**config.mk**
```make
export PLATFORM = sky130hd
export DESIGN_NAME = hpfl_ram
export DESIGN_NICKNAME = d
export VERILOG_FILES = /design/src/sv/hpfl_pkg.sv /design/src/sv/hpfl_ram.sv
export SDC_FILE = /design/constraint.sdc
export NUM_CORES = 2
export LEC_CHECK = 0
export CORE_MARGIN = 4
export CORE_UTILIZATION = 45
export CTS_CLUSTER_DIAMETER = 50
export DETAILED_ROUTE_END_ITERATION = 16
export DONT_BUFFER_PORTS = 1
export MAX_ROUTING_LAYER = met4
export PLACE_DENSITY_LB_ADDON = 0.05
export SETUP_SLACK_MARGIN = 0.1
export SYNTH_ARGS = -nofsm -noshare
export SYNTH_HDL_FRONTEND = slang
export SYNTH_SLANG_ARGS = --single-unit
```
**constraint.sdc**
```tcl
create_clock -name clk_i -period 2.4 [get_ports clk_i]
set_clock_uncertainty 0.2 [all_clocks]
set_input_delay 0.36 -clock clk_i [delete_from_list [all_inputs] [get_ports clk_i]]
set_output_delay 0.36 -clock clk_i [all_outputs]
set_load 0.01 [all_outputs]
```
**src/sv/hpfl_pkg.sv**
```systemverilog
// ----------------------------------------------------------------------------
// hpfl_pkg
// Types and constants of the handle pool free list.
// ----------------------------------------------------------------------------
package hpfl_pkg;

  localparam int HandleW      = 8;
  localparam int PoolSizeW    = 9;
  localparam int ActionW      = 3;
  localparam int HandleSpace  = 256;
  localparam int MaxHandlesDf = 256;

  localparam logic [ActionW-1:0] ActInit       = 3'd0;
  localparam logic [ActionW-1:0] ActAcquire    = 3'd1;
  localparam logic [ActionW-1:0] ActRelease    = 3'd2;
  localparam logic [ActionW-1:0] ActReleaseAll = 3'd3;
  localparam logic [ActionW-1:0] ActQuery      = 3'd4;

  typedef enum logic [1:0] {
    StatusOk       = 2'd0,
    StatusEmpty    = 2'd1,
    StatusNotInUse = 2'd2,
    StatusInitDone = 2'd3
  } status_e;

  typedef enum logic [3:0] {
    SIdle,
    SInit,
    SAcq,
    SRelScan,
    SRelCmp,
    SRelShift,
    SRelMove,
    SRelAll,
    SRelAllMove,
    SResp
  } state_e;

  typedef struct packed {
    logic [ActionW-1:0] action;
    logic [HandleW-1:0] handle;
  } in_word_t;

  typedef struct packed {
    logic [HandleW-1:0] granted_handle;
    status_e            status;
    logic               managed;
  } out_word_t;

endpackage

```
**src/sv/hpfl_ram.sv**
```systemverilog
// ----------------------------------------------------------------------------
// hpfl_ram
// Single-write, single-read synchronous RAM of handles, registered read.
// ----------------------------------------------------------------------------
module hpfl_ram #(
  parameter int Depth = hpfl_pkg::MaxHandlesDf
) (
  input  logic                         clk_i,
  input  logic                         we_i,
  input  logic [$clog2(Depth)-1:0]     waddr_i,
  input  logic [hpfl_pkg::HandleW-1:0] wdata_i,
  input  logic [$clog2(Depth)-1:0]     raddr_i,
  output logic [hpfl_pkg::HandleW-1:0] rdata_o
);

  logic [hpfl_pkg::HandleW-1:0] mem [Depth];
  logic [hpfl_pkg::HandleW-1:0] rdata_q;

  always_ff @(posedge clk_i) begin
    if (we_i) begin
      mem[waddr_i] <= wdata_i;
    end
    rdata_q <= mem[raddr_i];
  end

  assign rdata_o = rdata_q;

endmodule

```
Word level (Yosys, flattened, before mapping)
Memories as Yosys holds them, arrays and structs flattened. A register that Yosys moved wholly into a read port is not among the register bits.
Cells that the tools add are included.
{"block": "op_classes", "muxes": 2}
{"cell": "$mux 1", "count": 2}
{"block": "word_totals", "register_bits": 0, "elab_cells": 3, "mem_count": 1, "ramBits": 2048}
{"memory": "mem", "depth": 256, "width": 8, "rd": 1, "rd_ports_with_merged_regs": 1, "wr": 1, "line_no": "hpfl_ram.sv:16", "source": "logic [hpfl_pkg::HandleW-1:0] mem [Depth];"}

Logic depth before layout (Yosys ltp)
{"block": "depth", "depth_word": 2, "ltp_mapped": 11, "depth_no_buf": 6}

Worst setup path after synthesis
OpenSTA, ideal clock, no wires.
{"block": "synth_path", "kind": "input to register", "from": "input port raddr_i[0]", "to": "register rdata_q (netlist bit rdata_o[2]) (read register of mem)", "slack_ps": -98, "path_buffers": 4, "cell_stages": 9, "setup_time_ps": 131, "t_required_ps": 2069, "t_arrival_ps": 2167, "cell_sequence": "buf_6 -> buf_12 -> buf_8 -> buf_2 -> mux4_2 -> a22oi_1 -> a21oi_1 -> nor4_1 -> nor4_2"}
{"element": "start: declaration", "line_no": "hpfl_ram.sv:12", "source": "input logic [$clog2(Depth)-1:0] raddr_i,"}
{"element": "end: declaration", "line_no": "hpfl_ram.sv:17", "source": "logic [hpfl_pkg::HandleW-1:0] rdata_q;"}

==> impl_metrics.csv <==
group,metric,value,unit
finish,seqCellArea,61660,sq um
cts,cts_sinks,2056,
floorplanning,initial_core_util,45.22,%
logic_synthesis,synth_most_common_cell,"edfxtp_1",
sta,slew_violations,371,
sta,tightest_slew,2635,ps
cts,clk-insertion-delay-late,840,ps
logic_synthesis,synth_top_cell_area_share,77.30,%
worst_setup_path,path_max_fanout,578,
logic_synthesis,syn_nets,3759,
route,drc,0,
global_route,grt_pass1_wl,306.1,mm
global_route,gr-total-overflow,0,
sta,max_freq,277.8,MHz
sta,post-route-min-period,3599,ps
floorplanning,dieArea,183600,sq um
logic_synthesis,synth_area,79560,sq um
finish,fin_nets,4286,
power,switchingPower,15310,uW
logic_synthesis,synth_area_leaders,"edfxtp_1 (77%), mux4_2 (13%), mux2i_1 (1.7%), nor2_1 (1.3%), a22oi_1 (1.3%)",
hold_path,worstHoldStart,"wdata_i[3]",
placement,dp.final_hpwl,120.9,mm
floorplanning,die_width,428.5,um
floorplanning,rows,154,
worst_setup_path,crit_required,2920,ps
logic_synthesis,synth_edf_count,2048,
route,drtIter0Drc,3803,
route,detail-route-antenna-nets,0,
sta,finalSetupViolations,8,
floorplanning,io_pins,34,
sta,whs,-520.7,ps
worst_setup_path,rr_worst_depth,6,
worst_setup_path,startpoint_type,"input port",
worst_setup_path,cp.arrival,4120,ps
power,combPwrFrac,3.8,%
job,maxCapViolCount,0,
cts,tritoncts,"done",
finish,drive_gt1_share,31.41,%
worst_setup_path,timing.rr.end,"rdata_o[1]$_DFF_P_",
global_route,grt_antenna_before_repair,16,
logic_synthesis,ys_top_cells_by_count,"edfxtp_1 (2048), mux4_2 (454), nor2_1 (282), mux2i_1 (134), a22oi_1 (133)",
finish,syn2layout_area_growth,17.61,%
cts,cts_buffers,220,
worst_setup_path,r2r_slack,30,ps
placement,io_buffers,0,
power,clkPwrFrac,44.0,%
floorplanning,die_h,428.5,um
worst_setup_path,worstSetupPathType,"in -> reg",
logic_synthesis,ys_warn_count,0,
logic_synthesis,synth-seq-cells,2056,
cts,htreeDepth,4,
logic_synthesis,async_reset_ff_share,0,%
cts,post_cts_buffers,0,
logic_synthesis,synthCells,3733,
finish,final_area,93570,sq um
route,vias,39730,
sta,rsz0062_at_grt,"true",
cts,cts_buffer_depth,3,
worst_setup_path,crit_path_end_kind,"register",
logic_synthesis,synth-main-ff-cell,"edfxtp_1",
route,firstDrtPassIters,5,
floorplanning,coreArea,175900,sq um
power,leakage,0.02982,uW
sta,tns,-8841,ps
run_status,outcome,"complete, but fails checks",
route,viasPerCell,5.847,
cts,cts-root-buf,"clkbuf_16",
logic_synthesis,yosysUniqueCellTypes,55,
logic_synthesis,synth_top_cell_by_area,"edfxtp_1",
sta,layout_setup_ws,-1199,ps
global_route,grt_max_degree,579,
power,swShare,20.12,%
placement,placed_area,85410,sq um
power,power.density,813.0,nW/um^2
route,drt_wl_total,212.0,mm
sta,relSlewSlack,-75.65,%
global_route,grt_pass1_vias,41580,
worst_setup_path,worstReg2RegStart,"mem[129][1]$_DFFE_PP_",
logic_synthesis,synth.avg_cell_area,21.31,sq um
placement,routabilityCongestion,0.8233,
logic_synthesis,ys_seq_area_share,77.50,%
sta,finalCritPeriodShare,150.0,%
power,ir_worst_vdd,0.7637,mV
hold_path,min_path_cells,0,
route,wire_per_inst,31.20,um
global_route,grt_use_total,23.79,%
hold_path,min_delay_worst_endpoint,"mem[159][3]$_DFFE_PP_",
run_status,violations,"hold timing, slew limit, setup timing",
cts,clk_pin_slew,70,ps
power,seq_power_share,52.2,%
hold_path,hold_path_class,"in -> reg",
power,p_int,60760,uW
finish,fill_cells,13660,
finish,multi_input_area,17140,sq um
sta,hold_viol_final,1998,
[cell families (layout without fill, tap and decap cells)]
group,after synthesis,in the layout,synth area share (%)
AO/OA/AOI/OAI,385,385,3.419
AND/OR/NAND/NOR,466,466,2.628
other,0,9,0
multiplexers,591,591,14.62
buffers and inverters,235,949,1.831
flip-flops,2056,2056,77.50
[critical path: stages]
cell and delay, ps:
mux4_2 1390, mux4_2 480, nor2_2 170, a2111oi_4 70, nor3_4 360, nor4_2 90
[how the worst max path moves through the flow]
stage,slack [ps],cells after the start,start,to
floorplan,20,9,raddr_i[0],rdata_o[0]$_DFF_P_
global placement,-1490,6,raddr_i[0],rdata_o[6]$_DFF_P_
detailed placement,-830,6,raddr_i[0],rdata_o[1]$_DFF_P_
CTS,-40,7,mem[211][5]$_DFFE_PP_,rdata_o[5]$_DFF_P_
global route,-50,8,mem[83][5]$_DFFE_PP_,rdata_o[5]$_DFF_P_
finish,-1200,6,raddr_i[0],rdata_o[7]$_DFF_P_
[layer usage]
metal,up-vias,GRT usage [%],share of wire [%]
li1,16800,-,-
met1,21280,32.19,42
met2,1340,37.94,50
met3,321,3.769,6.0
met4,0,6.688,2.7
met5,-,-,0
[cell type report]
type	instances	area share, %
multi-input combinational	1442	18.31
antenna	9	0.02407
timing repair buffer	538	4.941
clock inverter	134	1.482
tap	2340	3.129
inverter	2	0.008023
sequential	2056	65.90
clock buffer	275	6.206
[power by group through the flow]
stage | combinational [uW] | sequential [uW] | clock, uW
6_report | 2860 | 39700 | 33500
5_1_grt | 2920 | 39700 | 35900
4_1_cts | 2740 | 39700 | 34200
3_5_place_dp | 2560 | 40500 | 0
3_3_place_gp | 2570 | 40500 | 0
2_1_floorplan | 1980 | 40400 | 0
[sequential cells by signal, summed over array words and instances (netlist names)]
name,count
rdata_o,8
mem,2048
[cell usage in the layout, fill, tap and decap left out, types with 8 or more instances in the layout]
cell type	count
edfxtp_1	2048
buf_4	461
mux4_2	454
nor2_1	262
clkbuf_16	224
mux2i_1	134
a22oi_1	120
a21oi_1	91
clkbuf_1	50
o221ai_1	44
clkinv_2	42
buf_12	38
clkinv_1	37
nand3_1	34
nand2_1	33
dlygate4sd3_1	28
o22ai_1	27
nor2b_1	23
bufinv_16	23
nor4_2	17
nor2_2	16
a22oi_2	13
nor3_1	13
a211oi_1	12
clkinvlp_4	11
nand4_1	10
o211ai_1	10
inv_6	10
diode_2	9
o21ai_0	9
nand2b_1	8
dfxtp_1	8
[timing repair]
action,CTS,global route
resized for setup,56,54
hold buffers,31,2
endpoints found under the setup margin,8,134
endpoints found under the hold margin,2844,2050
pin swaps,23,21
[per-stage QoR]
stage               setup WS (ps)  utilization (%)  instances  power, uW  hold WS, ps
floorplan                   21.17                -       3733      42370        258.9
global placement            -1491            48.54       6344      43020        305.5
detailed placement         -827.3            48.55       6346      43020        281.3
CTS                        -35.22            53.01       6786      76660       -621.9
global route               -47.67            53.19       6796      78480       -595.6
finish                      -1199            53.19       6796      76070       -520.7
(Power assumes the default switching activity.)
