[config.mk]
export PLATFORM = sky130hd
export DESIGN_NAME = hpfl_obuf
export DESIGN_NICKNAME = d
export VERILOG_FILES = /design/src/sv/hpfl_pkg.sv /design/src/sv/hpfl_obuf.sv
export SDC_FILE = /design/constraint.sdc
export NUM_CORES = 1
export LEC_CHECK = 0
export BUFFER_PORTS_ARGS = -buffer_cell sky130_fd_sc_hd__buf_2
export CORE_AREA = 2 2 39 41
export DETAILED_ROUTE_END_ITERATION = 10
export DIE_AREA = 0 0 41 43
export GPL_TIMING_DRIVEN = 0
export PLACE_DENSITY = 0.59
export SYNTH_ARGS = -nofsm -noshare
export SYNTH_HDL_FRONTEND = slang
export SYNTH_SLANG_ARGS = --single-unit
[constraint.sdc]
create_clock -name clk_i -period 1.6 [get_ports clk_i]
set_input_delay 0.32 -clock clk_i [delete_from_list [all_inputs] [get_ports clk_i]]
set_output_delay 0.32 -clock clk_i [all_outputs]
set_load 0.005 [all_outputs]
[src/sv/hpfl_pkg.sv]
// ----------------------------------------------------------------------------
// hpfl_pkg
// Types and constants of the handle pool free list.
// ----------------------------------------------------------------------------
package hpfl_pkg;

  localparam int HandleW      = 8;
  localparam int PoolSizeW    = 9;
  localparam int ActionW      = 3;
  localparam int HandleSpace  = 256;
  localparam int MaxHandlesDf = 256;

  localparam logic [ActionW-1:0] ActInit       = 3'd0;
  localparam logic [ActionW-1:0] ActAcquire    = 3'd1;
  localparam logic [ActionW-1:0] ActRelease    = 3'd2;
  localparam logic [ActionW-1:0] ActReleaseAll = 3'd3;
  localparam logic [ActionW-1:0] ActQuery      = 3'd4;

  typedef enum logic [1:0] {
    StatusOk       = 2'd0,
    StatusEmpty    = 2'd1,
    StatusNotInUse = 2'd2,
    StatusInitDone = 2'd3
  } status_e;

  typedef enum logic [3:0] {
    SIdle,
    SInit,
    SAcq,
    SRelScan,
    SRelCmp,
    SRelShift,
    SRelMove,
    SRelAll,
    SRelAllMove,
    SResp
  } state_e;

  typedef struct packed {
    logic [ActionW-1:0] action;
    logic [HandleW-1:0] handle;
  } in_word_t;

  typedef struct packed {
    logic [HandleW-1:0] granted_handle;
    status_e            status;
    logic               managed;
  } out_word_t;

endpackage

[src/sv/hpfl_obuf.sv]
// ----------------------------------------------------------------------------
// hpfl_obuf
// Output register: holds one result word for the receiver.
// ----------------------------------------------------------------------------
module hpfl_obuf (
  input  logic                clk_i,
  input  logic                rst_ni,
  input  logic                load_valid_i,
  input  hpfl_pkg::out_word_t load_word_i,
  output logic                ready_o,
  output logic                out_valid_o,
  input  logic                out_stall_i,
  output hpfl_pkg::out_word_t out_word_o
);

  logic                valid_q, valid_d;
  hpfl_pkg::out_word_t word_q;
  logic                load;

  assign ready_o = !valid_q || !out_stall_i;
  assign load    = load_valid_i && ready_o;

  always_comb begin
    if (load) begin
      valid_d = 1'b1;
    end else if (out_stall_i) begin
      valid_d = valid_q;
    end else begin
      valid_d = 1'b0;
    end
  end

  always_ff @(posedge clk_i or negedge rst_ni) begin
    if (!rst_ni) begin
      valid_q <= 1'b0;
    end else begin
      valid_q <= valid_d;
    end
  end

  always_ff @(posedge clk_i) begin
    if (load) begin
      word_q <= load_word_i;
    end
  end

  assign out_valid_o = valid_q;
  assign out_word_o  = word_q;

endmodule

# Yosys cells after proc, flatten, opt, wreduce, memory -nomap -nowiden
# Index checks and enable logic that the tools add are counted.
op_classes:
  eq_ne: 1
  mux: 2
  reduce_logical: 4
ops:
  columns: ["op", "n"]
  rows:
  - ["$logic_not A1 Y1", 2]
  - ["$mux W1", 2]
  - ["$ne A2 B1 Y1 const B", 1]
  - ["$logic_and A1 B1 Y1", 1]
  - ["$logic_or A1 B1 Y1", 1]
word_totals:
  reg_bits: 12
  inputBits: 15
  out_inout_bits: 13
  elab_cells: 11

# Logic depth before layout (Yosys ltp)
# Gate-level depths: netlist of run 1.
depth:
  ltp_word: 4
  depth_mapped: 1
  depth_no_buf: 1

# Worst setup path after synthesis of run 1
# No wires, ideal clock.
synth_timing:
  path_kind: "flip-flop to flip-flop"
  from: "register valid_q, in the netlist out_valid_o"
  to: "register word_q, in the netlist out_word_o[0], enable pin"
  setup_ns: 0.365
  t_arrival_ns: 0.796
  path_slack_ns: 0.439
  path_stages_with_launch: 2
  path_cell_list: "dfrtp_1 a21boi_2"
synth_between:
  elab_chain_cells: 3
synth_rtl:
  columns: ["item", "line", "source"]
  rows:
  - ["start, declared", "hpfl_obuf.sv:16", "logic valid_q, valid_d;"]
  - ["start signal, assigned", "hpfl_obuf.sv:37", "valid_q <= valid_d;"]
  - ["$logic_not A1 Y1", "hpfl_obuf.sv:20", "assign ready_o = !valid_q || !out_stall_i;"]
  - ["$logic_or A1 B1 Y1", "hpfl_obuf.sv:20", null]
  - ["$logic_and A1 B1 Y1", "hpfl_obuf.sv:21", "assign load = load_valid_i && ready_o;"]
  - ["net load", "hpfl_obuf.sv:18", "logic load;"]
  - ["end signal, assigned", "hpfl_obuf.sv:43", "word_q <= load_word_i;"]
  - ["end, declared", "hpfl_obuf.sv:17", "hpfl_pkg::out_word_t word_q;"]
# The timed path passes the listed nets, and every way through them passes these cells.
# A chain may end at the register's enable or synchronous reset.

# Worst setup path in the final report of run 1
layout_timing:
  from: "register valid_q, in the netlist out_valid_o"
  to: "register word_q, in the netlist out_word_o[7], enable pin"
# Same word-level chain as after synthesis.

==> results of run 1 <==
-- registers in the layout (all words and copies together), names as in the netlist --
register / flops
out_word_o: 11
out_valid_o: 1
-- placed cells by master (no fill, tap or decap), drive strengths merged --
cell type	instances
dfrtp	1
buf	27
a21boi	1
clkbuf	4
nand2	1
dlygate4sd3	1
a21o	1
edfxtp	11
-- cells by family (layout without fill, tap and decap cells) --
kind of cell           count (synthesis)  after routing
AOI/OAI and AO/OA                      2              2
buffers and inverters                  0             32
DFF                                   12             12
and+or+nand+nor                        1              1
-- through the flow --
step                cell area [sq um]  util (%)  hold WS [ps]
finish                            569      41.1           226
global route                      569      41.1           213
CTS                               569      41.1           216
detailed placement                533      38.5          97.1
global placement                  533      38.5          95.7
floorplan                         378         -          24.4
-- power by group through the flow --
stage	Sequential, mW	Combinational (mW)	Clock [mW]
3_3_place_gp	0.375	0.0469	0
4_1_cts	0.368	0.0497	0.198
5_1_grt	0.370	0.0537	0.210
3_5_place_dp	0.375	0.0476	0
6_report	0.368	0.0483	0.187
2_1_floorplan	0.378	0.00888	0
-- area by class of cell --
class | count | area (sq um) | share of cell area (%)
multi-input cells | 3 | 22.5 | 3.96
repair buffers | 28 | 145 | 25.5
clock buffers | 4 | 26.3 | 4.62
flip-flops and latches | 12 | 355 | 62.4
well taps | 16 | 20.0 | 3.52
-- per-layer routing --
| layer | share of wire, % | wire length (um) | GRT usage [%] |
|---|---|---|---|
| met1 | 33 | 209 | 8.39 |
| met3 | 11 | 71 | 3.66 |
| met4 | 0.63 | 4 | 8.00 |
| met2 | 55 | 355 | 12.5 |
| met5 | 0 | 0 | 0 |
-- worst max path at each step --
stage	from	to	slack (ps)	cells past startpoint
after floorplan	out_valid_o	out_word_o[0]	440	1
after detailed placement	out_stall_i	out_word_o[1]	270	2
after CTS	out_valid_o	out_word_o[3]	310	1
after global routing	out_valid_o	out_word_o[5]	280	1
final	out_valid_o	out_word_o[7]	350	1
after global placement	out_stall_i	out_word_o[10]	280	2
==> results_dict.tcl, run 1 <==
set metrics [dict create \
    status "finished clean" \
    cp.required_ps 1500 \
    grt_usage_pct 8.55 \
    final-instance-count-excl-fill 63 \
    start_util_pct 27.3 \
    worstPathArrival_ps 1150 \
    clk_pin_slew_ps 70 \
    grt_max_degree 12 \
    r2r-start "out_valid_o" \
    drt_iter0_drc 0 \
    synth_top_family_by_area "compound AO/OA/AOI/OAI gates" \
    maxSlewViolCount 0 \
    ff2ff_setup_slack_ps 350 \
    criticalPathCategory "register to register" \
    p_int_mw 0.487 \
    yosysUniqueCellTypes 5 \
    p_switching_mw 0.116 \
    reg2reg_to "out_word_o[7]" \
    yosysMostFrequentCell "edfxtp_1" \
    reg2regPathDepth 1 \
    synth_top_area_share_pct 87.4 \
    hold_end "out_word_o[1]" \
    row_count 14 \
    synth_flop_cell "edfxtp_1" \
    wl_um 640 \
    hp-start "load_word_i[1]" \
    clock_path_buffers 2 \
    min_path_type "primary input to register" \
    layout_min_cycle_time_ps 1250 \
    path_max_fanout 11 \
    wl_per_cell_um 10.2 \
    ir_drop_mv 0.411 \
    tightest_slew_ps 565 \
    slew_headroom_pct 62.1 \
    drt_pre_antenna_iters 1 \
    numClockSinks 12 \
    p_seq_share_pct 61.0 \
    clkPwrFrac_pct 31.0 \
    fp.dieArea_sq_um 1760 \
    ant_nets 0 \
    core_area_sq_um 1380 \
    yosys-top-cells-count "11 x edfxtp_1, 1 x a21boi_2, 1 x a21o_1, 1 x dfrtp_1, 1 x nand2_1" \
    min_period_over_period_pct 78.3 \
    synthCells 15 \
    cts_tree "yes" \
    setup_viol 0 \
    grt_setup_unrepaired "false" \
    netlist_area_sq_um 378 \
    htree_levels 1 \
    port_buffers 27 \
    dp_cells 58 \
    async_flop_share_pct 8.33 \
    synth_xor_area_share_pct 0 \
    maxCapViolCount 0 \
    die_w_um 41 \
    die_y_um 43 \
    slowest_stage "a21boi_2" \
    fmax_mhz 799 \
    antenna_found_initial 0 \
    areaGrowthSynthToFinish_pct 50.7 \
    fin_ws_ps 348 \
    synthAdderAreaFrac_pct 0 \
    critPathBufInv 0 \
    finalNetCount 63 \
    clk_latency_ps 260 \
    place_worst_setup_slack_ps 272 \
    power_mw 0.603 \
    path_cells "a21boi_2" \
    drive_above_1_share_pct 66.0 \
    gp_congestion 0.568 \
    cts_resized 0 \
    comb_power_share_pct 8.0 \
    synthTopCellsByArea "edfxtp_1 87%, dfrtp_1 6.6%, a21boi_2 3.0%, a21o_1 2.0%, nand2_1 0.99%" \
    n_antenna_cell 0 \
    ys_ff_latch 12 \
    ioPinCount 28 \
    slowest_delay_ps 480 \
    post-cts-setup-buffers 0 \
    synth_edf_count 11 \
    synth_top_cell_by_area "edfxtp_1" \
    crit_family "compound AO/OA/AOI/OAI gates" \
    synth_compound_area_share_pct 4.97 \
    clockRootBuffer "clkbuf_4" \
    filler_cell_count 135 \
    syn_avg_cell_area_sq_um 25.2 \
    synth_warnings 0 \
    p_sw_share_pct 19.3 \
    cts_buffers 3 \
    power_density_nw_per_um2 1060 \
    endpoint_kind "register" \
    worstHoldPathCells 1 \
    yosys.area_share.simple_pct 0.993 \
    total_leakage_power_nw 0.252 \
    drc 0 \
    synthMuxAreaShare_pct 0 \
    hold_buffers 1 \
    hold_viol_final 0 \
    synth_fp_nets 30 \
    skew_ps 4.70 \
    overflow 0 \
    yosysSeqAreaShare_pct 94.0 \
    post_drt_via_cell_ratio 3.86 \
    cp-start-kind "register" \
    grt_pass1_vias 237 \
    vias 243 \
    finalSetupTns_ps 0 \
    grt_pass1_wl_um 924 \
]
Power figures use the tool's default switching activity.
==> run 2, diff against run 1 <==
==> constraint.sdc (replaced) <==
create_clock -name clk_i -period 1.25 [get_ports clk_i]
set_input_delay 0.25 -clock clk_i [delete_from_list [all_inputs] [get_ports clk_i]]
set_output_delay 0.25 -clock clk_i [all_outputs]
set_load 0.005 [all_outputs]
==> results_dict.tcl, run 2 (same netlist as run 1, synthesis figures left out) <==
set metrics [dict create \
    grt_max_degree 12 \
    slew_headroom_pct 76.2 \
    ir_drop_mv 0.533 \
    filler_cell_count 133 \
    hp-start "load_word_i[1]" \
    fin_ws_ps 121 \
    r2r-start "out_valid_o" \
    crit_path_start "out_valid_o" \
    place_worst_setup_slack_ps -34.3 \
    final_cell_mix "27 x buf_2, 11 x edfxtp_1, 3 x clkbuf_4" \
    drt_iter0_drc 0 \
    drc 0 \
    finalNetCount 63 \
    grt_usage_pct 8.65 \
    power_density_nw_per_um2 1340 \
    fin_util_pct 41.7 \
    post_drt_via_cell_ratio 3.86 \
    layout_min_cycle_time_ps 1130 \
    skew_ps 4.38 \
    hold_viol_final 0 \
    n_antenna_cell 0 \
    worstPathArrival_ps 880 \
    hold_end "out_word_o[1]" \
    final_common_cell "buf_2" \
    ioPinCount 28 \
    worstHoldPathCells 1 \
    reg2reg_to "out_word_o[7]" \
    numClockSinks 12 \
    drive_above_1_share_pct 66.0 \
    maxCapViolCount 0 \
    setup_viol 0 \
    seqCellArea_sq_um 355 \
    wl_um 640 \
    post-cts-setup-buffers 0 \
    cp-start-kind "register" \
    total_leakage_power_nw 0.256 \
    ant_nets 0 \
    cts_buffers 3 \
    overflow 0 \
    maxSlewViolCount 0 \
    start_util_pct 27.3 \
    min_period_over_period_pct 90.4 \
    min_path_type "primary input to register" \
    path_max_fanout 4 \
    criticalPathCategory "register to primary output" \
    vias 243 \
    clk_pin_slew_ps 70 \
    grt_pass1_vias 239 \
    fp.dieArea_sq_um 1760 \
    areaGrowthSynthToFinish_pct 52.6 \
    row_count 14 \
    cts_tree "yes" \
    wl_per_cell_um 10.2 \
    htree_levels 1 \
    cp.required_ps 1000 \
    clock_path_buffers 2 \
    largest_reg_flops 11 \
    gp_congestion 0.568 \
    clockRootBuffer "clkbuf_4" \
    reg2regPathDepth 1 \
    ff2ff_setup_slack_ps 120 \
    die_w_um 41 \
    multiInputGateArea_sq_um 30.0 \
    port_buffers 27 \
    drt_pre_antenna_iters 1 \
    status "finished clean" \
    tightest_slew_ps 356 \
    antenna_found_initial 0 \
    grt_setup_unrepaired "false" \
    endpoint_kind "primary output" \
    finalSetupTns_ps 0 \
    fmax_mhz 885 \
    core_area_sq_um 1380 \
    clk_latency_ps 260 \
    grt_pass1_wl_um 938 \
    die_y_um 43 \
]
run 2: cell count changes in the layout (fill, tap and decap cells not counted):
| cell | delta |
|---|---|
| a21boi_4 | +1 |
| a21boi_2 | -1 |
run 2: metrics by stage:
step / total power [mW] / hold WS, ps / instance area [sq um] / instances
2_1_floorplan: 0.495 / -45.6 / 378 / 15
3_3_place_gp: 0.540 / 25.7 / 533 / 58
3_5_place_dp: 0.541 / 27.1 / 533 / 58
4_1_cts: 0.792 / 146 / 577 / 63
5_1_grt: 0.814 / 143 / 577 / 63
6_report: 0.775 / 156 / 577 / 63
run 2: worst max path at each step:
stage	endpoint	slack, ps	cells past startpoint
4_1_cts	out_word_o[3]	100	1
3_5_place_dp	out_word_o[1]	-30	1
3_3_place_gp	out_word_o[10]	-30	1
5_1_grt	ready_o	60	2
6_report	ready_o	120	2
2_1_floorplan	out_word_o[0]	90	1
run 2: critical path: stages (launching register included):
cell	delay, ps
dfrtp_1	430
nand2_1	70
buf_2	120
run 2: final cells by class:
type / instances / share of cell area [%]
flip-flops and latches: 12 / 61.6
repair buffers: 28 / 25.2
multi-input cells: 3 / 5.21
clock buffers: 4 / 4.56
well taps: 16 / 3.47
run 2: power by group:
group          leakage, nW  total, mW  switching (mW)  internal [mW]
logic                0.126     0.0641          0.0271         0.0370
clock network       0.0150      0.240           0.116          0.123
registers            0.116      0.471         0.00697          0.464
total                0.256      0.775           0.151          0.625
run 2: timing repair:
action                     4_1_cts  5_1_grt
resized for setup                1        0
setup endpoints to repair       11        0
hold endpoints to repair         1        0
hold buffers                     1        0
run 2: routing by layer:
layer	vias to the layer above	part of all wire [%]	GRT usage [%]
li1	122	-	-
met1	106	33	8.74
met2	13	56	12.5
met3	2	11	3.66
met4	0	0.63	8.00
met5	-	0	0
==> run 3, diff against run 2 <==
--- a/config.mk
+++ b/config.mk
@@ -6,10 +6,11 @@
 export NUM_CORES = 1
 export LEC_CHECK = 0
 export BUFFER_PORTS_ARGS = -buffer_cell sky130_fd_sc_hd__buf_2
-export CORE_AREA = 2 2 39 41
+export CORE_AREA = 10 10 47 49
 export DETAILED_ROUTE_END_ITERATION = 10
-export DIE_AREA = 0 0 41 43
+export DIE_AREA = 0 0 57 59
 export GPL_TIMING_DRIVEN = 0
+export MAX_ROUTING_LAYER = met4
 export PLACE_DENSITY = 0.59
 export SYNTH_ARGS = -nofsm -noshare
 export SYNTH_HDL_FRONTEND = slang
==> results_dict.tcl, run 3 (same netlist as run 1, synthesis figures left out) <==
set metrics [dict create \
    cp-start-kind "register" \
    grt_setup_unrepaired "false" \
    tightest_slew_ps 382 \
    fp.dieArea_sq_um 3360 \
    grt_usage_pct 6.46 \
    skew_ps 6.93 \
    endpoint_kind "register" \
    core_area_sq_um 1400 \
    ff2ff_setup_slack_ps 100 \
    power_density_nw_per_um2 1360 \
    grt_max_degree 12 \
    maxSlewViolCount 0 \
    overflow 0 \
    hp-start "load_word_i[1]" \
    numClockSinks 12 \
    ant_nets 0 \
    reg2reg_to "out_word_o[6]" \
    maxCapViolCount 0 \
    drive_above_1_share_pct 66.0 \
    min_path_type "primary input to register" \
    wl_per_cell_um 15.2 \
    worstHoldPathCells 1 \
    final_common_cell "buf_2" \
    r2r-start "out_valid_o" \
    clk_latency_ps 270 \
    reg2regPathDepth 1 \
    grt_pass1_wl_um 1500 \
    dp_cells 58 \
    critPathBufInv 0 \
    final_area_sq_um 577 \
    worstPathArrival_ps 1080 \
    total_leakage_power_nw 0.256 \
    start_util_pct 27.0 \
    cts_tree "yes" \
    hold_end "out_word_o[1]" \
    final-instance-count-excl-fill 63 \
    post_drt_via_cell_ratio 4.08 \
    drt_iter0_drc 1 \
    drc 0 \
    grt_pass1_vias 311 \
    antenna_found_initial 0 \
    htree_levels 1 \
    ir_drop_mv 0.553 \
    cts_buffers 3 \
    status "finished clean" \
    wl_um 960 \
    clockRootBuffer "clkbuf_4" \
    die_w_um 57 \
    slew_headroom_pct 74.5 \
    place_area_sq_um 533 \
    hold_viol_final 0 \
    clk_pin_slew_ps 80 \
    port_buffers 27 \
    path_cells "a21boi_4" \
    final_cell_mix "27 x buf_2, 11 x edfxtp_1, 3 x clkbuf_4" \
    setup_viol 0 \
    min_period_over_period_pct 91.9 \
    crit_family "flip-flops" \
    dp_hpwl_um 790 \
    die_y_um 59 \
    fmax_mhz 870 \
    n_antenna_cell 0 \
    vias 257 \
    slowest_stage "dfrtp_1" \
    ioPinCount 28 \
    criticalPathCategory "register to register" \
    gp_congestion 0.647 \
    finalNetCount 63 \
    areaGrowthSynthToFinish_pct 52.6 \
    path_max_fanout 11 \
    cp.required_ps 1180 \
    layout_min_cycle_time_ps 1150 \
    slowest_delay_ps 430 \
    clock_path_buffers 2 \
    largest_reg_flops 11 \
    drt_pre_antenna_iters 4 \
    row_count 14 \
    post-cts-setup-buffers 0 \
]
run 3: worst max path at each step:
| stage | startpoint | end | slack, ps | cells after the start |
|---|---|---|---|---|
| after detailed placement | out_valid_o | out_word_o[4] | -50 | 1 |
| after global routing | out_valid_o | out_word_o[5] | 30 | 1 |
| after global placement | out_valid_o | out_word_o[0] | -10 | 1 |
| after floorplan | out_valid_o | out_word_o[0] | 90 | 1 |
| final | out_valid_o | out_word_o[6] | 100 | 1 |
| after CTS | out_valid_o | out_word_o[4] | 80 | 1 |
run 3: routing by layer:
| metal | share of wire [%] | global-route usage [%] | vias up | wire, um |
|---|---|---|---|---|
| li1 | - | - | 122 | - |
| met1 | 58 | 9.57 | 105 | 555 |
| met2 | 29 | 4.96 | 28 | 276 |
| met3 | 13 | 4.08 | 2 | 122 |
| met4 | 0.63 | 5.03 | 0 | 6 |
| met5 | 0 | - | - | 0 |
run 3: area by class of cell:
cell class	count	area, sq um
Tap cell	16	20.0
Clock buffer	4	26.3
Multi-Input combinational cell	3	30.0
Sequential cell	12	355
Fill cell	146	825
Timing Repair Buffer	28	145
run 3: stage by stage:
step | hold slack [ps] | setup WS, ps | setup TNS [ps] | utilization (%) | power, mW
floorplan | -45.6 | 88.8 | 0 | - | 0.495
global placement | 25.2 | -14.8 | -160 | 38.0 | 0.543
detailed placement | 26.3 | -46.8 | -513 | 38.0 | 0.546
CTS | 139 | 76.7 | 0 | 41.2 | 0.804
global route | 130 | 26.5 | 0 | 41.2 | 0.840
finish | 151 | 101 | 0 | 41.2 | 0.785
run 3: where the power goes:
group	switching (mW)	internal [mW]	total [mW]
logic	0.0309	0.0372	0.0681
clock network	0.122	0.123	0.245
registers	0.00728	0.465	0.472
run 3: what timing repair did:
item | 4_1_cts | 5_1_grt
hold buffers | 1 | 0
endpoints found under the setup margin | 11 | 0
hold endpoints to repair | 1 | 0
gates resized for setup | 1 | 0
