<file path="src/sv/hpfl_pkg.sv">
// ----------------------------------------------------------------------------
// hpfl_pkg
// Types and constants of the handle pool free list.
// ----------------------------------------------------------------------------
package hpfl_pkg;

  localparam int HandleW      = 8;
  localparam int PoolSizeW    = 9;
  localparam int ActionW      = 3;
  localparam int HandleSpace  = 256;
  localparam int MaxHandlesDf = 256;

  localparam logic [ActionW-1:0] ActInit       = 3'd0;
  localparam logic [ActionW-1:0] ActAcquire    = 3'd1;
  localparam logic [ActionW-1:0] ActRelease    = 3'd2;
  localparam logic [ActionW-1:0] ActReleaseAll = 3'd3;
  localparam logic [ActionW-1:0] ActQuery      = 3'd4;

  typedef enum logic [1:0] {
    StatusOk       = 2'd0,
    StatusEmpty    = 2'd1,
    StatusNotInUse = 2'd2,
    StatusInitDone = 2'd3
  } status_e;

  typedef enum logic [3:0] {
    SIdle,
    SInit,
    SAcq,
    SRelScan,
    SRelCmp,
    SRelShift,
    SRelMove,
    SRelAll,
    SRelAllMove,
    SResp
  } state_e;

  typedef struct packed {
    logic [ActionW-1:0] action;
    logic [HandleW-1:0] handle;
  } in_word_t;

  typedef struct packed {
    logic [HandleW-1:0] granted_handle;
    status_e            status;
    logic               managed;
  } out_word_t;

endpackage

</file>
<file path="src/sv/hpfl_ctrl.sv">
// ----------------------------------------------------------------------------
// hpfl_ctrl
// Sequencer of the pool: counts, list walks and read-modify-write of the RAMs.
// ----------------------------------------------------------------------------
module hpfl_ctrl #(
  parameter int MaxHandles = hpfl_pkg::MaxHandlesDf,
  localparam int AW        = $clog2(MaxHandles),
  localparam int CW        = $clog2(MaxHandles + 1)
) (
  input  logic                             clk_i,
  input  logic                             rst_ni,
  input  logic [hpfl_pkg::PoolSizeW-1:0]   pool_size_i,
  input  logic                             in_valid_i,
  output logic                             in_stall_o,
  input  hpfl_pkg::in_word_t               in_word_i,
  output logic                             res_valid_o,
  output hpfl_pkg::out_word_t              res_word_o,
  input  logic                             res_ready_i,
  output logic                             free_we_o,
  output logic [AW-1:0]                    free_waddr_o,
  output logic [hpfl_pkg::HandleW-1:0]     free_wdata_o,
  output logic [AW-1:0]                    free_raddr_o,
  input  logic [hpfl_pkg::HandleW-1:0]     free_rdata_i,
  output logic                             busy_we_o,
  output logic [AW-1:0]                    busy_waddr_o,
  output logic [hpfl_pkg::HandleW-1:0]     busy_wdata_o,
  output logic [AW-1:0]                    busy_raddr_o,
  input  logic [hpfl_pkg::HandleW-1:0]     busy_rdata_i
);

  localparam int LW = (CW > hpfl_pkg::PoolSizeW) ? CW : hpfl_pkg::PoolSizeW;
  localparam int QW = (CW > hpfl_pkg::HandleW) ? CW : hpfl_pkg::HandleW;

  hpfl_pkg::state_e             state_q, state_d;
  logic [CW-1:0]                free_cnt_q, free_cnt_d;
  logic [CW-1:0]                busy_cnt_q, busy_cnt_d;
  logic [CW-1:0]                created_q, created_d;
  logic [CW-1:0]                idx_q, idx_d;
  logic [hpfl_pkg::HandleW-1:0] handle_q, handle_d;
  hpfl_pkg::out_word_t          res_q, res_d;

  logic [LW-1:0] lim_a;
  logic [LW-1:0] lim_b;
  logic [CW-1:0] init_n;
  logic [CW-1:0] idx_nx;
  logic          lists_busy;
  logic          acq_fail;
  logic          free_room;
  logic          is_managed;

  always_comb begin
    lim_a = (LW'(pool_size_i) > LW'(MaxHandles)) ? LW'(MaxHandles) : LW'(pool_size_i);
    lim_b = (lim_a > LW'(hpfl_pkg::HandleSpace)) ? LW'(hpfl_pkg::HandleSpace) : lim_a;
  end

  assign init_n     = lim_b[CW-1:0];
  assign idx_nx     = idx_q + CW'(1);
  assign lists_busy = (free_cnt_q != '0) || (busy_cnt_q != '0);
  assign acq_fail   = (free_cnt_q == '0) || (busy_cnt_q >= CW'(MaxHandles));
  assign free_room  = free_cnt_q < CW'(MaxHandles);
  assign is_managed = QW'(in_word_i.handle) < QW'(created_q);

  assign in_stall_o  = state_q != hpfl_pkg::SIdle;
  assign res_valid_o = state_q == hpfl_pkg::SResp;
  assign res_word_o  = res_q;

  always_comb begin
    state_d = state_q;
    case (state_q)
      hpfl_pkg::SIdle: begin
        if (in_valid_i) begin
          case (in_word_i.action)
            hpfl_pkg::ActInit:       state_d = lists_busy ? hpfl_pkg::SResp : hpfl_pkg::SInit;
            hpfl_pkg::ActAcquire:    state_d = acq_fail ? hpfl_pkg::SResp : hpfl_pkg::SAcq;
            hpfl_pkg::ActRelease:    state_d = hpfl_pkg::SRelScan;
            hpfl_pkg::ActReleaseAll: state_d = hpfl_pkg::SRelAll;
            default:                 state_d = hpfl_pkg::SResp;
          endcase
        end
      end
      hpfl_pkg::SInit:     state_d = (idx_q < init_n) ? hpfl_pkg::SInit : hpfl_pkg::SResp;
      hpfl_pkg::SAcq:      state_d = hpfl_pkg::SResp;
      hpfl_pkg::SRelScan:  state_d = (idx_q == busy_cnt_q) ? hpfl_pkg::SResp : hpfl_pkg::SRelCmp;
      hpfl_pkg::SRelCmp: begin
        state_d = (busy_rdata_i == handle_q) ? hpfl_pkg::SRelShift : hpfl_pkg::SRelScan;
      end
      hpfl_pkg::SRelShift: begin
        state_d = (idx_nx < busy_cnt_q) ? hpfl_pkg::SRelMove : hpfl_pkg::SResp;
      end
      hpfl_pkg::SRelMove:    state_d = hpfl_pkg::SRelShift;
      hpfl_pkg::SRelAll:     state_d = (busy_cnt_q == '0) ? hpfl_pkg::SResp : hpfl_pkg::SRelAllMove;
      hpfl_pkg::SRelAllMove: state_d = hpfl_pkg::SRelAll;
      hpfl_pkg::SResp:       state_d = res_ready_i ? hpfl_pkg::SIdle : hpfl_pkg::SResp;
      default:               state_d = hpfl_pkg::SIdle;
    endcase
  end

  always_comb begin
    free_cnt_d   = free_cnt_q;
    busy_cnt_d   = busy_cnt_q;
    created_d    = created_q;
    idx_d        = idx_q;
    handle_d     = handle_q;
    res_d        = res_q;
    free_we_o    = 1'b0;
    free_waddr_o = free_cnt_q[AW-1:0];
    free_wdata_o = handle_q;
    free_raddr_o = AW'(free_cnt_q - CW'(1));
    busy_we_o    = 1'b0;
    busy_waddr_o = busy_cnt_q[AW-1:0];
    busy_wdata_o = free_rdata_i;
    busy_raddr_o = idx_q[AW-1:0];
    case (state_q)
      hpfl_pkg::SIdle: begin
        if (in_valid_i) begin
          handle_d = in_word_i.handle;
          idx_d    = '0;
          res_d    = '0;
          case (in_word_i.action)
            hpfl_pkg::ActInit: begin
              if (lists_busy) begin
                res_d.status = hpfl_pkg::StatusInitDone;
              end
            end
            hpfl_pkg::ActAcquire: begin
              if (acq_fail) begin
                res_d.status = hpfl_pkg::StatusEmpty;
              end
            end
            hpfl_pkg::ActQuery: res_d.managed = is_managed;
            default: ;
          endcase
        end
      end
      hpfl_pkg::SInit: begin
        if (idx_q < init_n) begin
          free_we_o    = 1'b1;
          free_waddr_o = idx_q[AW-1:0];
          free_wdata_o = hpfl_pkg::HandleW'(idx_q);
          idx_d        = idx_nx;
        end else begin
          free_cnt_d = init_n;
          if (init_n > created_q) begin
            created_d = init_n;
          end
        end
      end
      hpfl_pkg::SAcq: begin
        busy_we_o            = 1'b1;
        free_cnt_d           = free_cnt_q - CW'(1);
        busy_cnt_d           = busy_cnt_q + CW'(1);
        res_d.granted_handle = free_rdata_i;
      end
      hpfl_pkg::SRelScan: begin
        if (idx_q == busy_cnt_q) begin
          res_d.status = hpfl_pkg::StatusNotInUse;
        end
      end
      hpfl_pkg::SRelCmp: begin
        if (busy_rdata_i != handle_q) begin
          idx_d = idx_nx;
        end
      end
      hpfl_pkg::SRelShift: begin
        busy_raddr_o = idx_nx[AW-1:0];
        if (!(idx_nx < busy_cnt_q)) begin
          busy_cnt_d = busy_cnt_q - CW'(1);
          if (free_room) begin
            free_we_o  = 1'b1;
            free_cnt_d = free_cnt_q + CW'(1);
          end
        end
      end
      hpfl_pkg::SRelMove: begin
        busy_we_o    = 1'b1;
        busy_waddr_o = idx_q[AW-1:0];
        busy_wdata_o = busy_rdata_i;
        idx_d        = idx_nx;
      end
      hpfl_pkg::SRelAll: begin
        busy_raddr_o = AW'(busy_cnt_q - CW'(1));
      end
      hpfl_pkg::SRelAllMove: begin
        busy_cnt_d   = busy_cnt_q - CW'(1);
        free_wdata_o = busy_rdata_i;
        if (free_room) begin
          free_we_o  = 1'b1;
          free_cnt_d = free_cnt_q + CW'(1);
        end
      end
      default: ;
    endcase
  end

  always_ff @(posedge clk_i or negedge rst_ni) begin
    if (!rst_ni) begin
      state_q    <= hpfl_pkg::SIdle;
      free_cnt_q <= '0;
      busy_cnt_q <= '0;
      created_q  <= '0;
      idx_q      <= '0;
    end else begin
      state_q    <= state_d;
      free_cnt_q <= free_cnt_d;
      busy_cnt_q <= busy_cnt_d;
      created_q  <= created_d;
      idx_q      <= idx_d;
    end
  end

  always_ff @(posedge clk_i) begin
    handle_q <= handle_d;
    res_q    <= res_d;
  end

endmodule

</file>
<file path="config.mk">
export PLATFORM = sky130hd
export DESIGN_NAME = hpfl_ctrl
export DESIGN_NICKNAME = d
export VERILOG_FILES = /design/src/sv/hpfl_pkg.sv /design/src/sv/hpfl_ctrl.sv
export SDC_FILE = /design/constraint.sdc
export NUM_CORES = 1
export LEC_CHECK = 0
export BUFFER_PORTS_ARGS = -buffer_cell sky130_fd_sc_hd__buf_2
export CELL_PAD_IN_SITES_DETAIL_PLACEMENT = 0
export CELL_PAD_IN_SITES_GLOBAL_PLACEMENT = 1
export CORE_ASPECT_RATIO = 0.9
export CORE_MARGIN = 2
export CORE_UTILIZATION = 45
export CTS_CLUSTER_SIZE = 8
export DETAILED_ROUTE_END_ITERATION = 10
export PLACE_DENSITY = 0.95
export SLEW_MARGIN = 10
export SYNTH_ARGS = -nofsm -noshare
export SYNTH_HDL_FRONTEND = slang
export SYNTH_SLANG_ARGS = --single-unit
</file>
<file path="constraint.sdc">
create_clock -name clk_i -period 7.43 [get_ports clk_i]
set_input_delay 0.3715 -clock clk_i [delete_from_list [all_inputs] [get_ports clk_i]]
set_output_delay 0.3715 -clock clk_i [all_outputs]
set_load 0.005 [all_outputs]
</file>
# After elaboration in Yosys (flattened, before gate mapping)
# Index checks and enable logic that the tools add are counted.
[totals]
regBits = 59
input_bits = 40
output_inout_bits = 63
wordCells = 110
[classes]
n_addsub = 5
magnitude_cmp = 8
n_eq_ne = 22
n_mux = 43
n_bitwise = 1
n_reduce_logical = 22
[ops]
columns = ["operator", "count"]
rows = [
  ["9-bit two-way mux", 9],
  ["9-bit one-hot mux with 4 select lines", 2],
  ["8-bit one-hot mux with 2 select lines", 3],
  ["8-bit two-way mux", 5],
  ["4-bit one-hot mux with 10 select lines", 1],
  ["4-bit two-way mux", 7],
  ["9-bit by 1-bit adder with 9-bit output (second input constant)", 3],
  ["9-bit one-hot mux with 3 select lines", 1],
  ["9-bit greater-than comparator (second input constant)", 2],
  ["9-bit logical NOT", 2],
  ["9-bit less-than comparator", 2],
  ["9-bit nonzero test", 2],
  ["9-bit by 1-bit subtractor with 9-bit output (second input constant)", 2],
  ["4-bit by 3-bit equality test with 1-bit output (second input constant)", 4],
  ["4-bit one-hot mux with 4 select lines", 1],
  ["2-bit inequality test (second input constant)", 6],
  ["4-bit nonzero test", 3],
  ["11-bit two-way mux", 1],
  ["9-bit equality test", 1],
  ["9-bit greater-or-equal comparator (second input constant)", 1],
  ["9-bit greater-than comparator", 1],
  ["8-bit by 9-bit less-than comparator with 1-bit output", 1],
  ["9-bit less-than comparator (second input constant)", 1],
  ["3-bit AND reduction", 3],
  ["22 further kinds", 37],
]

# Logic depth before layout (Yosys ltp)
# Gate-level depths: netlist (run 1).
[logic_depth]
word_depth = 7
ltp_mapped = 14
ltp_nobuf = 12

# Worst setup path before layout (run 1)
# Ideal clock, no wire load.
[synth_timing]
path_kind = "register to register"
from = "reg idx_q[1]"
to = "reg free_cnt_q[3]"
setup_ns = 0.125
arrival_time_ns = 2.758
t_required_ns = 7.305
setup_slack_ns = 4.547
stages_incl_launch_ff = 14
path_buffers = 1
period_less_slack_ns = 2.883
cell_sequence = "dfrtp_1 > ha_1 > nand3_1 > or2_2 > clkbuf_1 > nor2_1 > xor2_1 > ha_1 > a21oi_1 > o21ai_0 > nor2_1 > nand2_1 > nand2_4 > mux2_4"
[synth_between]
elab_chain_len = 4
word_cells_on_any_way = 6
classes_between = "1 x add/sub; 2 x order compare; 2 x eq/ne; 1 x reduce/logical"
[synth_rtl]
columns = ["item", "line_no", "source"]
rows = [
  ["start: declaration", "hpfl_ctrl.sv:38", "logic [CW-1:0] idx_q, idx_d;"],
  ["start signal: assignment", "hpfl_ctrl.sv:207", "idx_q <= idx_d;"],
  ["9-bit by 1-bit adder with 9-bit output", "hpfl_ctrl.sv:57", "assign idx_nx = idx_q + CW'(1);"],
  ["9-bit less-than comparator", "hpfl_ctrl.sv:166", "if (!(idx_nx < busy_cnt_q)) begin"],
  ["2-bit inequality test (no line)", "n/a", ""],
  ["3-bit AND reduction (no line) (*)", "n/a", ""],
  ["end signal: assignment", "hpfl_ctrl.sv:204", "free_cnt_q <= free_cnt_d;"],
  ["end: declaration", "hpfl_ctrl.sv:35", "logic [CW-1:0] free_cnt_q, free_cnt_d;"],
]
# Every way passes the cells marked *; elsewhere a longest branch is shown, timed or not.
# A chain may end at the register's enable or synchronous reset.

# Worst setup path in the final report (run 1)
[layout_timing]
from = "reg idx_q[6]"
to = "out free_wdata_o[3] (netlist bit)"
[layout_between]
elab_chain_len = 3
[layout_rtl]
columns = ["item", "line_no", "source"]
rows = [
  ["9-bit less-than comparator", "hpfl_ctrl.sv:136", "if (idx_q < init_n) begin"],
  ["8-bit two-way mux", "hpfl_ctrl.sv:136", ""],
  ["8-bit one-hot mux with 2 select lines", "hpfl_ctrl.sv:113", "case (state_q)"],
  ["end: declaration", "hpfl_ctrl.sv:21", "output logic [hpfl_pkg::HandleW-1:0] free_wdata_o,"],
]
# Every way passes these cells.

==> flow_summary_export.csv, run 1 <==
group,metric,value,unit
cts,hold_buffers,0,
sta,maxSlewHeadroom,18.2,%
cts,cts_buffer_depth,2,
yosys,ys_seq_area_share,30.3,%
outcome,status,"complete, no violations",
sta,setup_tns,0,ns
global_route,grt_overflow,0,
worst_setup_path,regToRegSetupSlack,4.00,ns
cts,insertion_delay,0.34,ns
worst_setup_path,r2r_end,"busy_cnt_q[4]",
yosys,syn_inst,621,
worst_setup_path,reg2reg_depth,12,
die,io_pins,103,
hold_path,holdCritPathClass,"in -> async",
yosys,synth.avg_cell_area,8.35,sq um
detailed_routing,route.detailed.drc,0,
worst_setup_path,critPathLaunch,"idx_q[6]",
detailed_routing,viasPerCell,5.96,
cts,cts_root_buffer,"clkbuf_16",
sta,slew_viol_final,0,
cts,clkSinkCount,59,
yosys,ys_seq_elements,59,
cts,numCtsBuffers,9,
yosys,synth_nets,700,
layout,num-fill-cells,1005,
flow_run,maxCapViolations,0,
sta,clock_skew,0.00701,ns
global_route,grt_pass1_vias,4683,
detailed_routing,final_antenna_net_count,0,
sta,final.min_clock_period,3.99,ns
worst_setup_path,arrival,3.62,ns
worst_setup_path,setup.worst_path.end_class,"output port",
yosys,synth_cell_types,70,
power,p_total,0.00212,W
layout,multi_input_area,3330,sq um
die,chipWidth,117,um
layout,final_core_util,53.4,%
sta,hold_viol_final,0,
yosys,synthArstFlopShare,67.8,%
die,dieArea,12400,sq um
worst_setup_path,endpoint,"free_wdata_o[3]",
worst_setup_path,cp-start-kind,"flip-flop",
place,io_buffers,102,
detailed_routing,vias,5133,
yosys,synthFlopType,"dfrtp_1",
place,gp_congestion,0.925,
yosys,yosysWarnings,0,
global_route,grt_pass1_wl,24.7,mm
place,placed_cells,845,
sta,setup_viol,0,
worst_setup_path,worstSetupPathType,"reg -> out",
detailed_routing,wl_per_cell,18.7,um
layout,area_delta_synth_final,16.8,%
layout,layout-drive-gt1-share,22.4,%
sta,finalCritPeriodShare,53.7,%
worst_setup_path,crit-reg2reg-launch,"idx_q[0]",
die,row_count,37,
detailed_routing,drt_first_iter_violations,550,
die,die_y,106,um
power,p_leak,2.78,nW
cts,cts-resized-gates,0,
layout,register_area,1570,sq um
die,core_area,11300,sq um
power,p_per_area,350,nW/um^2
cts,postCtsSetupBuffers,0,
global_route,grt_max_degree,41,
sta,worst_slew_pin_slew,1.22,ns
place,place_hpwl,12.0,mm
sta,rsz0062_at_grt,"no",
yosys,synth_edf_count,19,
cts,cts_tree,"yes",
die,start_util,45.7,%
cts,htreeDepth,3,
layout,num_antenna_cells,0,
global_route,grt_antenna_before_repair,0,
worst_setup_path,worstPathRequired,7.06,ns
power,ir_worst_vdd,0.142,mV
cts,clk_pin_slew,0.06,ns
sta,fmax,251,MHz
detailed_routing,drt_pre_antenna_iters,5,
yosys,netlist_area,5180,sq um
detailed_routing,drt_wl_total,16.1,mm
worst_setup_path,crit_path_max_fanout,18,
global_route,grtUsageTotal,26.2,%
layout,layout.nets,779,
layout,stdcell_count,861,
==> worst max-delay path, cell delays in order, from the launching register on <==
cell and delay [ns]:
dfrtp_1 0.73, ha_1 0.35, a211oi_1 0.35, and2_1 0.20, a31oi_1 0.16, nor2_2 0.67
nor2_1 0.31, a221o_1 0.37, buf_2 0.13
==> area by class of cell <==
| class | instances | area share (%) |
|---|---|---|
| clock buffers | 9 | 3.72 |
| clock inverters | 7 | 1.28 |
| inverters | 36 | 2.23 |
| multi-input cells | 490 | 54.9 |
| flip-flops and latches | 59 | 25.9 |
| well taps | 156 | 3.22 |
| repair buffers | 104 | 8.67 |
==> metrics by stage <==
stage	hold slack (ns)	setup WS, ns	instance area, sq um
after floorplan	0.0759	4.55	5180
after global placement	0.543	3.88	5760
after detailed placement	0.549	3.78	5760
after CTS	0.218	3.47	6060
after global routing	0.230	3.24	6060
final	0.201	3.44	6060
==> synth_stat cells, types with 2 or more instances <==
master	number	area share, %
xor2_1	23	3.9
nor4_1	8	0.97
mux2i_1	3	0.58
nor3_1	18	1.7
nor2_2	2	0.24
o31ai_1	6	0.87
nor2_1	38	2.8
and2_1	20	2.4
a31o_2	2	0.34
inv_1	35	2.5
a31oi_1	4	0.48
o21ai_1	16	1.5
o22ai_1	2	0.24
clkbuf_1	25	1.8
o22a_1	2	0.34
nor2b_1	7	0.84
a22o_1	4	0.68
buf_2	9	0.87
or2_2	3	0.36
mux2_4	3	0.87
a21oi_1	33	3.2
a221o_1	9	1.7
nand4_1	8	0.97
edfxtp_1	19	11
mux2_2	16	3.5
and3_1	6	0.72
a22oi_1	6	0.87
nand3_1	20	1.9
o221ai_1	3	0.51
nand2_1	80	5.8
a21o_1	8	1.2
ha_1	39	9.4
xnor2_1	20	3.4
dfrtp_1	40	19
nand3b_1	4	0.58
o21ai_0	36	3.5
nand2b_1	8	0.97
a211oi_1	4	0.58
==> layout by cell type, fill, tap and decap left out, types with 9 or more instances in the layout <==
master,instances
a21oi_1,33
xnor2_1,20
edfxtp_1,19
and2_1,20
nand3_1,20
ha_1,39
nand2_1,80
dfrtp_1,40
clkbuf_16,9
a221o_1,9
xor2_1,23
nor3_1,18
o21ai_1,16
buf_2,102
o21ai_0,36
inv_1,35
nor2_1,38
mux2_2,16
==> state kept, by name, summed over array words and instances (netlist names) <==
| name | cells |
|---|---|
| state_q | 4 |
| created_q | 9 |
| free_cnt_q | 9 |
| handle_q | 8 |
| idx_q | 9 |
| busy_cnt_q | 9 |
| res_word_o | 11 |
==> cell families after synthesis <==
logic type / synth area share (%)
AND/OR/NAND/NOR: 22.8
flip-flops: 30.3
XOR/XNOR: 7.26
adder cells (fa/ha/maj): 9.41
AO/OA/AOI/OAI: 19.2
buffers and inverters: 5.50
multiplexers: 5.57
==> power breakdown <==
part	internal, W	switching [W]
Combinational	0.000456	0.000638
Clock	0.000261	0.000163
Sequential	0.000427	0.000176
==> how the worst min path moves through the flow <==
stage	slack [ns]	cells after the start	endpoint
2_1_floorplan	0.08	0	busy_cnt_q[0]
3_3_place_gp	0.54	2	created_q[3]
3_5_place_dp	0.55	2	created_q[1]
4_1_cts	0.22	1	idx_q[4]
5_1_grt	0.23	1	handle_q[6]
6_report	0.20	1	idx_q[4]
==> layer usage <==
metal / routed length (um) / part of all wire, % / track usage, % / vias up
met5: 0 / 0 / 0 / -
met4: 491 / 3.1 / 11.2 / 0
met3: 1670 / 10 / 5.35 / 42
met2: 7080 / 44 / 38.6 / 315
met1: 6830 / 42 / 37.0 / 2383
li1: - / - / - / 2393
(Power assumes the default switching activity.)
==> inputs of run 2 (changes only) <==
CORE_UTILIZATION = 38   (was 45)
PLACE_DENSITY = 0.9   (was 0.95)
clock period = 3.3 ns   (was 7.43 ns; I/O delays follow)
==> run 2 against run 1 <==
- critical path depth up 2
- hold slack worse by 0.20 ns
- setup slack worse by 3.3 ns
- first-iteration DRC count down 31%
- via count down 3.0%
- sequential power up 120%
- global-route usage down 3.5 points
- final area up 3.1%
- highest routed layer unchanged
==> flow_summary_export.csv, run 2 (same netlist as run 1, synthesis figures left out) <==
group,metric,value,unit
cts,numCtsBuffers,9,
cts,cts_tree,"yes",
cts,postCtsSetupBuffers,0,
die,dieArea,14600,sq um
layout,area_delta_synth_final,20.4,%
global_route,grt_antenna_before_repair,0,
worst_setup_path,crit_path_max_fanout,12,
cts,htreeDepth,3,
sta,finalCritPeriodShare,96.5,%
worst_setup_path,regToRegSetupSlack,0.38,ns
sta,clock_skew,0.0119,ns
hold_path,holdCritPathClass,"in -> async",
power,ir_worst_vdd,0.313,mV
sta,maxSlewHeadroom,33.2,%
sta,setup_viol,0,
layout,layout-drive-gt1-share,25.2,%
worst_setup_path,worstSetupPathType,"reg -> out",
detailed_routing,wl_per_cell,18.3,um
layout,stdcell_count,893,
global_route,grt_max_degree,41,
detailed_routing,wl_met3,1.34,mm
power,p_total,0.00489,W
detailed_routing,viasPerCell,5.57,
cts,hold_buffers,0,
power,p_per_area,784,nW/um^2
place,gp_congestion,0.898,
die,chipWidth,127,um
detailed_routing,drt_pre_antenna_iters,5,
worst_setup_path,cp-start-kind,"flip-flop",
layout,layout.nets,799,
cts,clkSinkCount,59,
place,placed_cells,877,
layout,final_cell_mix,"buf_2, nand2_1, ha_1, dfrtp_1, nor2_1",
detailed_routing,route.detailed.drc,0,
sta,rsz0062_at_grt,"no",
die,row_count,40,
place,dp_slack,0.350,ns
die,start_util,38.8,%
place,io_buffers,102,
die,io_pins,103,
die,die_y,115,um
detailed_routing,met2_length,7.27,mm
place,place_hpwl,12.6,mm
worst_setup_path,arrival,3.02,ns
global_route,grt_pass1_wl,25.7,mm
sta,setup_tns,0,ns
cts,cts_root_buffer,"clkbuf_16",
worst_setup_path,critPathLaunch,"idx_q[4]",
cts,cts-resized-gates,0,
flow_run,maxCapViolations,0,
sta,fmax,314,MHz
detailed_routing,wl_met1,7.34,mm
worst_setup_path,worstPathRequired,3.13,ns
detailed_routing,final_antenna_net_count,0,
worst_setup_path,crit-reg2reg-launch,"idx_q[0]",
detailed_routing,vias,4978,
detailed_routing,drt_wl_total,16.4,mm
worst_setup_path,reg2reg_depth,12,
detailed_routing,top_layer_used,"met4",
sta,setup_slack,0.117,ns
global_route,grt_pass1_vias,4696,
sta,final.min_clock_period,3.18,ns
sta,worst_slew_pin_slew,1.00,ns
cts,cts_buffer_depth,2,
global_route,grt_overflow,0,
worst_setup_path,r2r_end,"free_cnt_q[6]",
outcome,status,"complete, no violations",
sta,hold_viol_final,0,
layout,final_common_cell,"buf_2",
global_route,grtUsageTotal,22.7,%
layout,largest_reg_flops,11,
layout,num_antenna_cells,0,
die,core_area,13400,sq um
power,p_leak,2.87,nW
cts,clk_pin_slew,0.06,ns
worst_setup_path,setup.worst_path.end_class,"output port",
worst_setup_path,endpoint,"free_wdata_o[1]",
cts,insertion_delay,0.34,ns
sta,slew_viol_final,0,
detailed_routing,drt_first_iter_violations,377,
==> run 2: cell types whose count changed in the layout (fill, tap and decap cells not counted), sizes merged <==
cell / before / now
clkinv: 5 / 3
buf: 104 / 124
clkinvlp: 1 / 2
inv: 36 / 37
==> run 2: area by class of cell <==
cell class	count	area [sq um]
fillers	1289	7120
multi-input cells	490	3350
flip-flops and latches	59	1570
repair buffers	124	676
clock buffers	9	225
well taps	168	210
inverters	36	135
clock inverters	7	76.3
==> run 2: metrics by stage <==
| step | hold slack [ns] | util, % | area (sq um) |
|---|---|---|---|
| after global routing | 0.0307 | 46.7 | 6240 |
| after global placement | 0.366 | 44.3 | 5920 |
| after floorplan | -0.131 | - | 5180 |
| after CTS | 0.0235 | 46.6 | 6220 |
| after detailed placement | 0.370 | 44.3 | 5920 |
| final | 0.00102 | 46.7 | 6240 |
==> run 2: worst min path at each step <==
| stage | cells past startpoint | startpoint | end | slack (ns) |
|---|---|---|---|---|
| 2_1_floorplan | 0 | rst_ni | busy_cnt_q[0] | -0.13 |
| 3_3_place_gp | 1 | in_word_i[6] | handle_q[6] | 0.37 |
| 3_5_place_dp | 1 | in_word_i[6] | handle_q[6] | 0.37 |
| 4_1_cts | 1 | in_word_i[6] | handle_q[6] | 0.02 |
| 5_1_grt | 1 | in_word_i[6] | handle_q[6] | 0.03 |
| 6_report | 1 | rst_ni | free_cnt_q[2] | 0.001 |
==> run 2: report_power, final <==
part / internal, W / switching [W] / total [W] / leakage [nW]
combinational: 0.00110 / 0.00151 / 0.00261 / 2.08
clock: 0.000589 / 0.000385 / 0.000975 / 0.142
sequential: 0.000962 / 0.000345 / 0.00131 / 0.655
==> run 2: layer usage <==
metal	global-route usage, %	up-vias
li1	-	2423
met1	32.5	2300
met2	34.2	222
met3	4.61	33
met4	8.06	0
met5	0	-
==> run 2: worst max-delay path, cell delays in order (launching register included) <==
cell and delay (ns):
dfrtp_1 0.51, buf_4 0.24, ha_1 0.30, and3_1 0.17
o311ai_2 0.14, a31oi_2 0.35, nor2_2 0.15, buf_4 0.21
and2_1 0.18, a221o_1 0.28, buf_2 0.14
==> inputs of run 3 (changes only) <==
CELL_PAD_IN_SITES_DETAIL_PLACEMENT = default   (was 0)
CELL_PAD_IN_SITES_GLOBAL_PLACEMENT = default   (was 1)
CORE_UTILIZATION = 51   (was 38)
==> run 3 against run 2 <==
- the run now ends with hold timing left
- final cell count down 4.6%
- setup slack better by 0.012 ns
- first-iteration DRC count increased by 66%
- routed wire length about the same
- critical path type unchanged
- highest routed layer unchanged
==> flow_summary_export.csv, run 3 (same netlist as run 1, synthesis figures left out) <==
group,metric,value,unit
outcome,status,"finished with violations",
outcome,violations,"hold timing",
sta,final.min_clock_period,3.17,ns
power,pwr-share-seq,25.7,%
layout,num-fill-cells,798,
cts,clkSinkCount,59,
die,io_pins,103,
global_route,grt_overflow,0,
place,place_hpwl,12.4,mm
power,p_int,0.00273,W
worst_setup_path,r2r_end,"busy_cnt_q[4]",
worst_setup_path,crit_path_max_fanout,9,
global_route,grtUsageTotal,30.0,%
power,p_sw_share,45.6,%
detailed_routing,drt_pre_antenna_iters,6,
global_route,grt_antenna_before_repair,0,
worst_setup_path,cp-start-kind,"flip-flop",
sta,fmax,315,MHz
place,io_buffers,102,
worst_setup_path,arrival,3.01,ns
power,p_comb_share,53.3,%
worst_setup_path,crit_buf_inv,2,
die,start_util,53.0,%
flow_run,maxCapViolations,0,
worst_setup_path,reg2reg_depth,12,
cts,clk_pin_slew,0.06,ns
layout,layout.nets,800,
detailed_routing,route.detailed.drc,0,
die,chipWidth,110,um
layout,area_delta_synth_final,20.0,%
worst_setup_path,regToRegSetupSlack,0.43,ns
worst_setup_path,setup.worst_path.end_class,"output port",
detailed_routing,drt_first_iter_violations,626,
power,p_clk_share,21.0,%
sta,slew_viol_final,0,
die,row_count,34,
global_route,globalRouteMet1Util,41.8,%
cts,numCtsBuffers,9,
die,dieArea,11000,sq um
detailed_routing,final_antenna_net_count,0,
power,p_total,0.00502,W
global_route,grt_max_degree,41,
detailed_routing,vias,5314,
detailed_routing,wl_per_cell,19.2,um
power,ir_worst_vdd,0.369,mV
die,core_area,9780,sq um
hold_path,holdCritPathClass,"in -> async",
sta,setup_viol,0,
worst_setup_path,worstPathRequired,3.13,ns
layout,register_area,1570,sq um
sta,rsz0062_at_grt,"no",
sta,worst_slew_pin_slew,0.971,ns
layout,postLayoutCellArea,6220,sq um
die,die_y,99.7,um
global_route,grt_pass1_wl,25.7,mm
sta,whs,-0.0157,ns
detailed_routing,viasPerCell,6.24,
place,gp_congestion,0.948,
power,p_per_area,807,nW/um^2
global_route,met3_usage,6.95,%
sta,finalCritPeriodShare,96.1,%
detailed_routing,drt_wl_total,16.4,mm
power,p_leak,2.90,nW
global_route,grt-busiest-layer,"met2",
worst_setup_path,critPathTopFamily,"compound AO/OA/AOI/OAI gates",
global_route,groute.layer.met2.usage,45.4,%
power,p_sw,0.00229,W
worst_setup_path,cpPeakStageDelay,0.49,ns
layout,largest_reg_flops,11,
sta,setup_tns,0,ns
worst_setup_path,crit-reg2reg-launch,"idx_q[0]",
sta,setup_slack,0.129,ns
place,dp_slack,0.378,ns
cts,cts_tree,"yes",
place,placed_area,5870,sq um
sta,hold_viol_final,35,
layout,final_cell_mix,"buf_2, nand2_1, dfrtp_1",
layout,multi_input_area,3350,sq um
cts,insertion_delay,0.34,ns
worst_setup_path,path_cells,"buf_4 > ha_1 > and3_1 > o311ai_2 > a31oi_1 > nor2_2 > nor2_1 > a221o_1 > buf_2",
layout,layout-drive-gt1-share,25.2,%
sta,maxSlewHeadroom,35.3,%
cts,cts_buffer_depth,2,
global_route,grt_pass1_vias,5010,
layout,num_antenna_cells,0,
cts,htreeDepth,3,
layout,final_common_cell,"buf_2",
worst_setup_path,worstSetupPathType,"reg -> out",
cts,cts_root_buffer,"clkbuf_16",
sta,clock_skew,0.00947,ns
worst_setup_path,cp_slowest_cell,"a31oi_1",
-- run 3: per-stage QoR --
stage,instances,util (%)
final,852,63.6
after global routing,852,63.6
after CTS,851,63.3
after detailed placement,835,60.0
after global placement,835,60.0
after floorplan,621,-
-- run 3: worst max-delay path by stage --
stage	from	to	slack, ns	cells past startpoint
after floorplan	idx_q[1]	free_cnt_q[3]	0.42	13
after global placement	idx_q[0]	free_cnt_q[6]	0.48	12
after detailed placement	idx_q[0]	busy_cnt_q[6]	0.38	12
after CTS	idx_q[0]	free_we_o	0.06	13
after global routing	idx_q[3]	free_wdata_o[0]	0.01	9
final	idx_q[3]	free_wdata_o[0]	0.13	9
-- run 3: power by group through the flow --
stage,registers (W),clock network (W),logic (W)
floorplan,0.00112,0,0.00182
CTS,0.00127,0.00104,0.00260
global placement,0.00127,0,0.00252
detailed placement,0.00128,0,0.00257
global route,0.00132,0.00108,0.00290
finish,0.00129,0.00106,0.00268
-- run 3: cell type report --
type / instances / share of cell area (%)
clock inverter: 7 / 1.61
tap: 126 / 2.53
inverter: 36 / 2.17
sequential: 59 / 25.3
clock buffer: 9 / 3.62
multi-input combinational: 490 / 53.8
timing repair buffer: 125 / 11.0
-- run 3: layer usage --
metal / share of wire, % / vias to the layer above
met4: 3.0 / 0
met1: 41 / 2452
li1: - / 2421
met3: 11 / 60
met5: 0 / -
met2: 44 / 381
-- run 3: worst reg2reg max path, cell delays in order (launching register included) --
cell and delay, ns:
dfrtp_1 0.37, ha_2 0.22, nand3_1 0.13, or2_4 0.31, nor2_1 0.13, xor2_1 0.21
ha_1 0.28, a21oi_1 0.14, o21ai_1 0.10, nor2_1 0.16, a21o_1 0.45, a21oi_1 0.09
o22a_1 0.20
-- run 3: what timing repair did --
action                                  in CTS  in global routing
gates resized for setup                      0                  6
hold buffers                                 0                  0
endpoints found under the setup margin       0                  1
setup buffers                                0                  1
